==> src/design/rsa_pkg.sv <==
// shared types and constants for the request statistics accumulator
`default_nettype none

package rsa_pkg;

	// field widths
	localparam int unsigned IN_W    = 32;
	localparam int unsigned TOTAL_W = 47;
	localparam int unsigned W31     = 31;
	localparam int unsigned WSUM_W  = 64;
	localparam int unsigned PROD_W  = 2 * W31;

	// divider step count and counter width
	localparam int unsigned DIV_STEPS = WSUM_W;
	localparam int unsigned DIV_CNT_W = $clog2(DIV_STEPS + 1);

	// status codes
	localparam logic [1:0] ST_OK       = 2'd0;
	localparam logic [1:0] ST_INVALID  = 2'd1;
	localparam logic [1:0] ST_OVERFLOW = 2'd2;

	// one daily record transaction
	typedef struct packed {
		logic signed [IN_W-1:0] requests;
		logic signed [IN_W-1:0] failures;
		logic signed [IN_W-1:0] latency_q16;
		logic                   has_day;
		logic                   last_item;
	} rsa_in_t;

	// one result transaction
	typedef struct packed {
		logic [TOTAL_W-1:0] running_total;
		logic               entry_valid;
		logic               final_res;
		logic [W31-1:0]     worst_increase;
		logic [W31-1:0]     mean_latency_q16;
		logic               mean_present;
		logic [1:0]         status;
	} rsa_out_t;

	// controller to datapath
	typedef struct packed {
		logic capture;
		logic update;
		logic div_start;
		logic load_out;
		logic clear;
	} rsa_cmd_t;

	// datapath to controller
	typedef struct packed {
		logic last;
		logic total_nz;
		logic div_done;
	} rsa_sts_t;

endpackage

`default_nettype wire

==> src/design/request_stats_accumulator.sv <==
// top level of the request statistics accumulator
//
//  channel  | direction | handshake              | payload
//  ---------+-----------+------------------------+------------------
//  day      | in        | day_valid / day_ready  | day_data (rsa_in_t)
//  res      | out       | res_valid / res_ready  | res_data (rsa_out_t)
//
// a day transaction passes through capture with multiply, accumulate and write back
// a closing transaction with a nonzero total also passes through the
// one-bit-per-cycle divider (64 steps plus load and check)
// a finished result waits in the output register while the next transaction is taken
// reset clears all accumulators and status to zero, ok
`default_nettype none

module request_stats_accumulator (
	input  wire logic             clk,
	input  wire logic             arst_n,
	input  wire logic             day_valid,
	output logic                  day_ready,
	input  wire rsa_pkg::rsa_in_t day_data,
	output logic                  res_valid,
	input  wire logic             res_ready,
	output rsa_pkg::rsa_out_t     res_data
);
	import rsa_pkg::*;

	rsa_cmd_t cmd;
	rsa_sts_t sts;

	// sequencing
	rsa_ctrl u_ctrl (
		.clk       (clk),
		.arst_n    (arst_n),
		.day_valid (day_valid),
		.day_ready (day_ready),
		.res_valid (res_valid),
		.res_ready (res_ready),
		.sts       (sts),
		.cmd       (cmd)
	);

	// arithmetic and state
	rsa_datapath u_dp (
		.clk      (clk),
		.arst_n   (arst_n),
		.day_data (day_data),
		.cmd      (cmd),
		.sts      (sts),
		.res_data (res_data)
	);

endmodule

`default_nettype wire

==> src/design/rsa_div.sv <==
// restoring divider, one quotient bit per cycle
`default_nettype none

module rsa_div (
	input  wire logic                           clk,
	input  wire logic                           arst_n,
	input  wire logic                           start,
	input  wire logic [rsa_pkg::WSUM_W-1:0]     dividend,
	input  wire logic [rsa_pkg::TOTAL_W-1:0]    divisor,
	output logic                                busy,
	output logic [rsa_pkg::WSUM_W-1:0]          quotient
);
	import rsa_pkg::*;

	logic                 busy_q;
	logic [DIV_CNT_W-1:0] cnt_q;
	logic [TOTAL_W:0]     rem_q;
	logic [WSUM_W-1:0]    quo_q;
	logic [TOTAL_W-1:0]   div_q;

	logic [TOTAL_W:0]     shifted;
	logic [TOTAL_W+1:0]   diff;

	// one trial subtraction per step
	assign shifted = {rem_q[TOTAL_W-1:0], quo_q[WSUM_W-1]};
	assign diff    = {1'b0, shifted} - {2'b00, div_q};

	// step control
	always_ff @(posedge clk or negedge arst_n) begin
		if (!arst_n) begin
			busy_q <= 1'b0;
			cnt_q  <= '0;
		end else if (start) begin
			busy_q <= 1'b1;
			cnt_q  <= DIV_CNT_W'(DIV_STEPS);
		end else if (busy_q) begin
			cnt_q <= cnt_q - 1'b1;
			if (cnt_q == DIV_CNT_W'(1)) begin
				busy_q <= 1'b0;
			end
		end
	end

	// remainder and quotient shift registers
	always_ff @(posedge clk) begin
		if (start) begin
			rem_q <= '0;
			quo_q <= dividend;
			div_q <= divisor;
		end else if (busy_q) begin
			if (!diff[TOTAL_W+1]) begin
				rem_q <= diff[TOTAL_W:0];
				quo_q <= {quo_q[WSUM_W-2:0], 1'b1};
			end else begin
				rem_q <= shifted;
				quo_q <= {quo_q[WSUM_W-2:0], 1'b0};
			end
		end
	end

	assign busy     = busy_q;
	assign quotient = quo_q;

`ifndef SYNTHESIS
	a_start_busy: assert property (@(posedge clk) disable iff (!arst_n)
		start |=> busy_q && cnt_q == DIV_CNT_W'(DIV_STEPS))
		else $error("divider did not start");
	a_busy_cnt: assert property (@(posedge clk) disable iff (!arst_n)
		busy_q |-> cnt_q != '0)
		else $error("divider busy with no steps left");
	a_step: assert property (@(posedge clk) disable iff (!arst_n)
		busy_q && !start |=> cnt_q == $past(cnt_q) - 1'b1)
		else $error("divider step count skipped");
`endif

endmodule

`default_nettype wire

==> src/design/rsa_datapath.sv <==
// accumulators, input stage, divider and result register
`default_nettype none

module rsa_datapath (
	input  wire logic             clk,
	input  wire logic             arst_n,
	input  wire rsa_pkg::rsa_in_t day_data,
	input  wire rsa_pkg::rsa_cmd_t cmd,
	output rsa_pkg::rsa_sts_t     sts,
	output rsa_pkg::rsa_out_t     res_data
);
	import rsa_pkg::*;

	// input stage
	logic [W31-1:0]    req_s1;
	logic [PROD_W-1:0] prod_s1;
	logic              bad_s1;
	logic              has_day_s1;
	logic              last_s1;

	// accumulators
	logic [TOTAL_W-1:0] total_q;
	logic [W31-1:0]     prev_q;
	logic [W31-1:0]     worst_q;
	logic [WSUM_W-1:0]  wsum_q;
	logic               seen_q;
	logic [1:0]         status_q;
	logic               entry_q;

	rsa_out_t res_q;

	logic               bad_in;
	logic               day_ok;
	logic [W31-1:0]     inc;
	logic [TOTAL_W:0]   total_sum;
	logic [WSUM_W:0]    wsum_sum;
	logic               div_busy;
	logic [WSUM_W-1:0]  quotient;
	logic [W31-1:0]     mean_clamped;

	// record checks on the incoming transaction
	assign bad_in = day_data.requests < 0 || day_data.failures < 0 ||
		day_data.latency_q16 < 0 || day_data.failures > day_data.requests;

	// capture and multiply
	always_ff @(posedge clk) begin
		if (cmd.capture) begin
			req_s1     <= day_data.requests[W31-1:0];
			prod_s1    <= day_data.latency_q16[W31-1:0] * day_data.requests[W31-1:0];
			bad_s1     <= bad_in;
			has_day_s1 <= day_data.has_day;
			last_s1    <= day_data.last_item;
		end
	end

	assign day_ok    = has_day_s1 && !bad_s1;
	assign inc       = req_s1 - prev_q;
	assign total_sum = {1'b0, total_q} + {{(TOTAL_W+1-W31){1'b0}}, req_s1};
	assign wsum_sum  = {1'b0, wsum_q} + {{(WSUM_W+1-PROD_W){1'b0}}, prod_s1};

	// accumulator update and clear at the end of a set
	always_ff @(posedge clk or negedge arst_n) begin
		if (!arst_n) begin
			total_q  <= '0;
			prev_q   <= '0;
			worst_q  <= '0;
			wsum_q   <= '0;
			seen_q   <= 1'b0;
			status_q <= ST_OK;
			entry_q  <= 1'b0;
		end else if (cmd.clear) begin
			total_q  <= '0;
			prev_q   <= '0;
			worst_q  <= '0;
			wsum_q   <= '0;
			seen_q   <= 1'b0;
			status_q <= ST_OK;
			entry_q  <= 1'b0;
		end else if (cmd.update) begin
			entry_q <= day_ok;
			if (has_day_s1 && bad_s1) begin
				status_q <= ST_INVALID;
			end
			if (day_ok) begin
				if (seen_q && req_s1 > prev_q && inc > worst_q) begin
					worst_q <= inc;
				end
				prev_q <= req_s1;
				seen_q <= 1'b1;
				total_q <= total_sum[TOTAL_W] ? '1 : total_sum[TOTAL_W-1:0];
				if (wsum_sum[WSUM_W]) begin
					wsum_q <= '1;
					if (status_q == ST_OK) begin
						status_q <= ST_OVERFLOW;
					end
				end else begin
					wsum_q <= wsum_sum[WSUM_W-1:0];
				end
			end
		end
	end

	// weighted sum over total
	rsa_div u_div (
		.clk      (clk),
		.arst_n   (arst_n),
		.start    (cmd.div_start),
		.dividend (wsum_q),
		.divisor  (total_q),
		.busy     (div_busy),
		.quotient (quotient)
	);

	assign mean_clamped = (quotient[WSUM_W-1:W31] != '0) ? '1 : quotient[W31-1:0];

	// result register
	always_ff @(posedge clk) begin
		if (cmd.load_out) begin
			res_q.running_total    <= total_q;
			res_q.entry_valid      <= entry_q;
			res_q.final_res        <= last_s1;
			res_q.worst_increase   <= last_s1 ? worst_q : '0;
			res_q.mean_latency_q16 <= (last_s1 && total_q != '0) ? mean_clamped : '0;
			res_q.mean_present     <= last_s1 && total_q != '0;
			res_q.status           <= status_q;
		end
	end

	assign res_data     = res_q;
	assign sts.last     = last_s1;
	assign sts.total_nz = total_q != '0;
	assign sts.div_done = !div_busy;

endmodule

`default_nettype wire

==> src/design/rsa_ctrl.sv <==
// controller state machine and result valid flag
`default_nettype none

module rsa_ctrl (
	input  wire logic              clk,
	input  wire logic              arst_n,
	input  wire logic              day_valid,
	output logic                   day_ready,
	output logic                   res_valid,
	input  wire logic              res_ready,
	input  wire rsa_pkg::rsa_sts_t sts,
	output rsa_pkg::rsa_cmd_t      cmd
);
	import rsa_pkg::*;

	localparam logic [2:0] S_IDLE  = 3'd0;
	localparam logic [2:0] S_ACC   = 3'd1;
	localparam logic [2:0] S_DLOAD = 3'd2;
	localparam logic [2:0] S_DIV   = 3'd3;
	localparam logic [2:0] S_WB    = 3'd4;

	logic [2:0] state_q;
	logic [2:0] state_nxt;
	logic       out_valid_q;
	logic       load;

	assign day_ready = state_q == S_IDLE;
	assign load      = state_q == S_WB && (!out_valid_q || res_ready);

	// next state
	always_comb begin
		state_nxt = state_q;
		case (state_q)
			S_IDLE: begin
				if (day_valid) state_nxt = S_ACC;
			end
			S_ACC: begin
				state_nxt = sts.last ? S_DLOAD : S_WB;
			end
			S_DLOAD: begin
				state_nxt = sts.total_nz ? S_DIV : S_WB;
			end
			S_DIV: begin
				if (sts.div_done) state_nxt = S_WB;
			end
			S_WB: begin
				if (load) state_nxt = S_IDLE;
			end
			default: begin
				state_nxt = S_IDLE;
			end
		endcase
	end

	always_ff @(posedge clk or negedge arst_n) begin
		if (!arst_n) begin
			state_q <= S_IDLE;
		end else begin
			state_q <= state_nxt;
		end
	end

	// result valid flag
	always_ff @(posedge clk or negedge arst_n) begin
		if (!arst_n) begin
			out_valid_q <= 1'b0;
		end else if (load) begin
			out_valid_q <= 1'b1;
		end else if (res_ready) begin
			out_valid_q <= 1'b0;
		end
	end

	// commands
	assign cmd.capture   = day_valid && state_q == S_IDLE;
	assign cmd.update    = state_q == S_ACC;
	assign cmd.div_start = state_q == S_DLOAD && sts.total_nz;
	assign cmd.load_out  = load;
	assign cmd.clear     = load && sts.last;
	assign res_valid     = out_valid_q;

`ifndef SYNTHESIS
	a_accept_acc: assert property (@(posedge clk) disable iff (!arst_n)
		day_valid && day_ready |=> state_q == S_ACC)
		else $error("accepted transaction not processed");
	a_div_wb: assert property (@(posedge clk) disable iff (!arst_n)
		state_q == S_DIV && sts.div_done |=> state_q == S_WB)
		else $error("divider finish missed");
	a_load_valid: assert property (@(posedge clk) disable iff (!arst_n)
		load |=> out_valid_q && state_q == S_IDLE)
		else $error("result load lost");
	a_no_overwrite: assert property (@(posedge clk) disable iff (!arst_n)
		load |-> !out_valid_q || res_ready)
		else $error("pending result overwritten");
`endif

endmodule

`default_nettype wire

==> config.mk <==
export PLATFORM = sky130hd
export DESIGN_NAME = request_stats_accumulator
export DESIGN_NICKNAME = d
export VERILOG_FILES = /design/src/design/rsa_pkg.sv /design/src/design/request_stats_accumulator.sv /design/src/design/rsa_div.sv /design/src/design/rsa_datapath.sv /design/src/design/rsa_ctrl.sv
export SDC_FILE = /design/constraint.sdc
export NUM_CORES = 2
export LEC_CHECK = 0
export BUFFER_PORTS_ARGS = -buffer_cell sky130_fd_sc_hd__buf_2
export CORE_MARGIN = 2
export CORE_UTILIZATION = 35
export DETAILED_ROUTE_END_ITERATION = 10
export SLEW_MARGIN = 20
export SYNTH_ARGS = -nofsm -noshare
export SYNTH_HDL_FRONTEND = slang
export SYNTH_SLANG_ARGS = --single-unit
==> constraint.sdc <==
create_clock -name clk -period 9.9 [get_ports clk]
set_input_delay 1.98 -clock clk [delete_from_list [all_inputs] [get_ports clk]]
set_output_delay 1.98 -clock clk [all_outputs]
set_load 0.03 [all_outputs]
==> impl_metrics.toml <==
[floorplan]
initial_utilization_pct = 35.3
coreArea_um2 = 179000
rows = 155
chipWidth_um = 429
chipHeight_um = 429
die_area_um2 = 184000
ios = 218

[routing]
met1Wirelength_mm = 79.8
drt-initial-drc-count = 3217
top_layer_used = "met5"
wl_per_cell_um = 20.0
route.detailed.drc = 0
wirelength_mm = 185
viasPerCell = 5.19
vias = 47951
met3_length_mm = 10.2
ant_nets = 0
drt-pass1-iter-count = 5
wl_met2_mm = 88.9

[hold_path]
worstHoldPathCells = 0
hold_path_class = "reg2reg"
worstHoldStart = "u_dp.entry_q"
worstHoldEndpoint = "u_dp.res_data[66]"

[clocking]
clk-insertion-delay-late_ns = 0.65
cts_tree = "done"
cts.repair.resized = 0
clk_pin_slew_worst_paths_ns = 0.06
postCtsHoldBufs = 0
clockBufferDepth = 3
cts_buffers = 66
cts-root-buf = "clkbuf_16"
cts_max_level = 3
cts.sink_count = 557
post_cts_buffers = 0

[global_routing]
grt_max_degree = 149
overflow = 0
antenna_found_initial = 22
grt_pass1_vias = 50159
grtUsageTotal_pct = 20.1
grt_pass1_wl_mm = 292

[timing]
drv_slew = 0
tns_ns = 0
clock_skew_ns = 0.0369
relSlewSlack_pct = 23.3
finalSetupViolCount = 0
rsz0062_at_grt = "false"
period_needed_ns = 9.30
tightest_slew_ns = 1.15
hold_violations = 0
period_share_pct = 93.9
fmax_mhz = 108

[setup_path]
path_class = "in2reg"
crit_fanout = 21
r2r-start = "u_dp.req_s1[0]"
critPathCaptureType = "flip-flop"
rr_endpoint = "u_dp.worst_q[10]"
worstPathArrival_ns = 9.69
start_kind = "input pin"
required_ns = 10.29
worst_r2r_path_depth = 23
ff2ff_setup_slack_ns = 3.52

[logic_synthesis]
synth_area_um2 = 63100
synth_top_family_by_area = "adder cells"
synth_xor_area_share_pct = 2.97
ys_seq_area_share_pct = 24.3
synth_area_per_cell_um2 = 9.40
synth-compound-area-share_pct = 11.7
synth_cells = 6714
synthMuxAreaShare_pct = 0.827
synthTopCellsByArea = "fa_1, edfxtp_1, ha_1, dfrtp_1, inv_1"
ys_seq_elements = 557
ys.flop_type = "edfxtp_1"
synthAdderAreaFrac_pct = 36.4
yosysTopAreaCellShare_pct = 26.7
synth_top_area_cell = "fa_1"
synth_edf_count = 321
synth_warnings = 0
yosys.area_share.simple_pct = 15.5
async_flop_share_pct = 33.9
syn_nets = 8149
ys_types = 87

[cells_and_area]
final_common_cell = "inv_1"
area_growth_pct = 10.1
final_nets = 8259
finish.utilization_pct = 38.9
layout-drive-gt1-share_pct = 7.94
mostFrequentLayoutCells = "inv_1, nand2_1, fa_1"

[placed_design]
gp_congestion = 0.912
hpwl_mm = 150
io_buffers = 217

[run]
maxCapViolCount = 0

[run_status]
status = "completed"
-- how the worst max path moves through the flow --
stage	startpoint	end	slack, ns	cells after the start
3_3_place_gp	day_data[14]	u_dp.prod_s1[53]	0.06	25
3_5_place_dp	day_data[14]	u_dp.prod_s1[53]	-0.02	27
4_1_cts	day_data[12]	u_dp.prod_s1[53]	0.65	26
5_1_grt	day_data[14]	u_dp.prod_s1[53]	0.31	25
6_report	day_data[84]	u_dp.prod_s1[60]	0.60	24
2_1_floorplan	day_data[73]	u_dp.prod_s1[42]	0.74	27
-- registers in the layout (all words and copies together) (netlist names), 2 cells and up --
signal	cells
u_ctrl.state_q	3
u_dp.wsum_q	64
u_dp.total_q	47
u_dp.prod_s1	62
u_dp.res_data	114
u_dp.worst_q	31
u_dp.u_div.rem_q	47
u_dp.prev_q	31
u_dp.u_div.cnt_q	7
u_dp.u_div.div_q	47
u_dp.req_s1	31
u_dp.status_q	2
u_dp.u_div.quotient	64
-- cell families after synthesis --
group	after synthesis
and+or+nand+nor	2021
buffers and inverters	1379
adders and majority gates	1333
AOI/OAI and AO/OA	1166
DFF	557
xor gates and xnor gates	214
muxes	44
-- per-stage QoR --
step                setup WS [ns]  hold slack [ns]  cell area, µm²  cells
global route                0.305            0.496           69500   9237
CTS                         0.652            0.476           69500   9232
detailed placement        -0.0209            0.462           67200   9111
finish                      0.599            0.487           69500   9238
floorplan                   0.738            0.425           63100   6714
global placement           0.0561            0.468           67200   9111
-- metal layers --
layer | vias to the layer above | global-route usage (%)
met1 | 24328 | 26.8
met3 | 271 | 2.59
met5 | - | 0
li1 | 22014 | -
met4 | 14 | 6.25
met2 | 1324 | 34.0
-- layout make-up --
class / instances / area [µm²]
repair buffers: 397 / 2510
clock inverters: 31 / 390
inverters: 1024 / 3850
flip-flops and latches: 557 / 15300
diodes: 6 / 15.0
multi-input cells: 4778 / 42600
fillers: 17823 / 109000
well taps: 2355 / 2950
clock buffers: 90 / 1810
-- worst max-delay path: stages --
cell and delay [ns]:
buf_2 0.38, buf_4 0.40, nand2_1 0.11, fa_1 0.47, fa_1 0.54, inv_1 0.05
fa_1 0.49, fa_1 0.59, fa_1 0.44, fa_1 0.51, fa_1 0.43, fa_1 0.49
ha_1 0.37, a21oi_1 0.19, o21ai_1 0.12, a21o_1 0.19, a211o_1 0.29, a21oi_1 0.28
o31ai_1 0.16, buf_4 0.17, a311oi_1 0.39, o31ai_1 0.17, a311oi_1 0.34, xnor2_1 0.11
-- synthesized netlist by cell type, types with 33 or more instances --
library cell  instances
nor2_1              209
nand2b_1             35
dfxtp_1              47
nor3_1               41
a21oi_1             414
xnor2_1             127
inv_1              1024
edfxtp_1            321
and2_1              542
nand2_1             898
and3_1               41
a31oi_1              76
nand4_1              59
dfrtp_1             189
o21bai_1             40
clkbuf_1            336
xor2_1               87
nor2b_1              33
nand3_1              81
ha_1                492
o21ai_0             177
a21o_1              152
fa_1                841
o21a_1               67
Power is left out: the tool's default activity adds up to more than one toggle a clock period on the data nets, which glitch-free logic cannot reach.
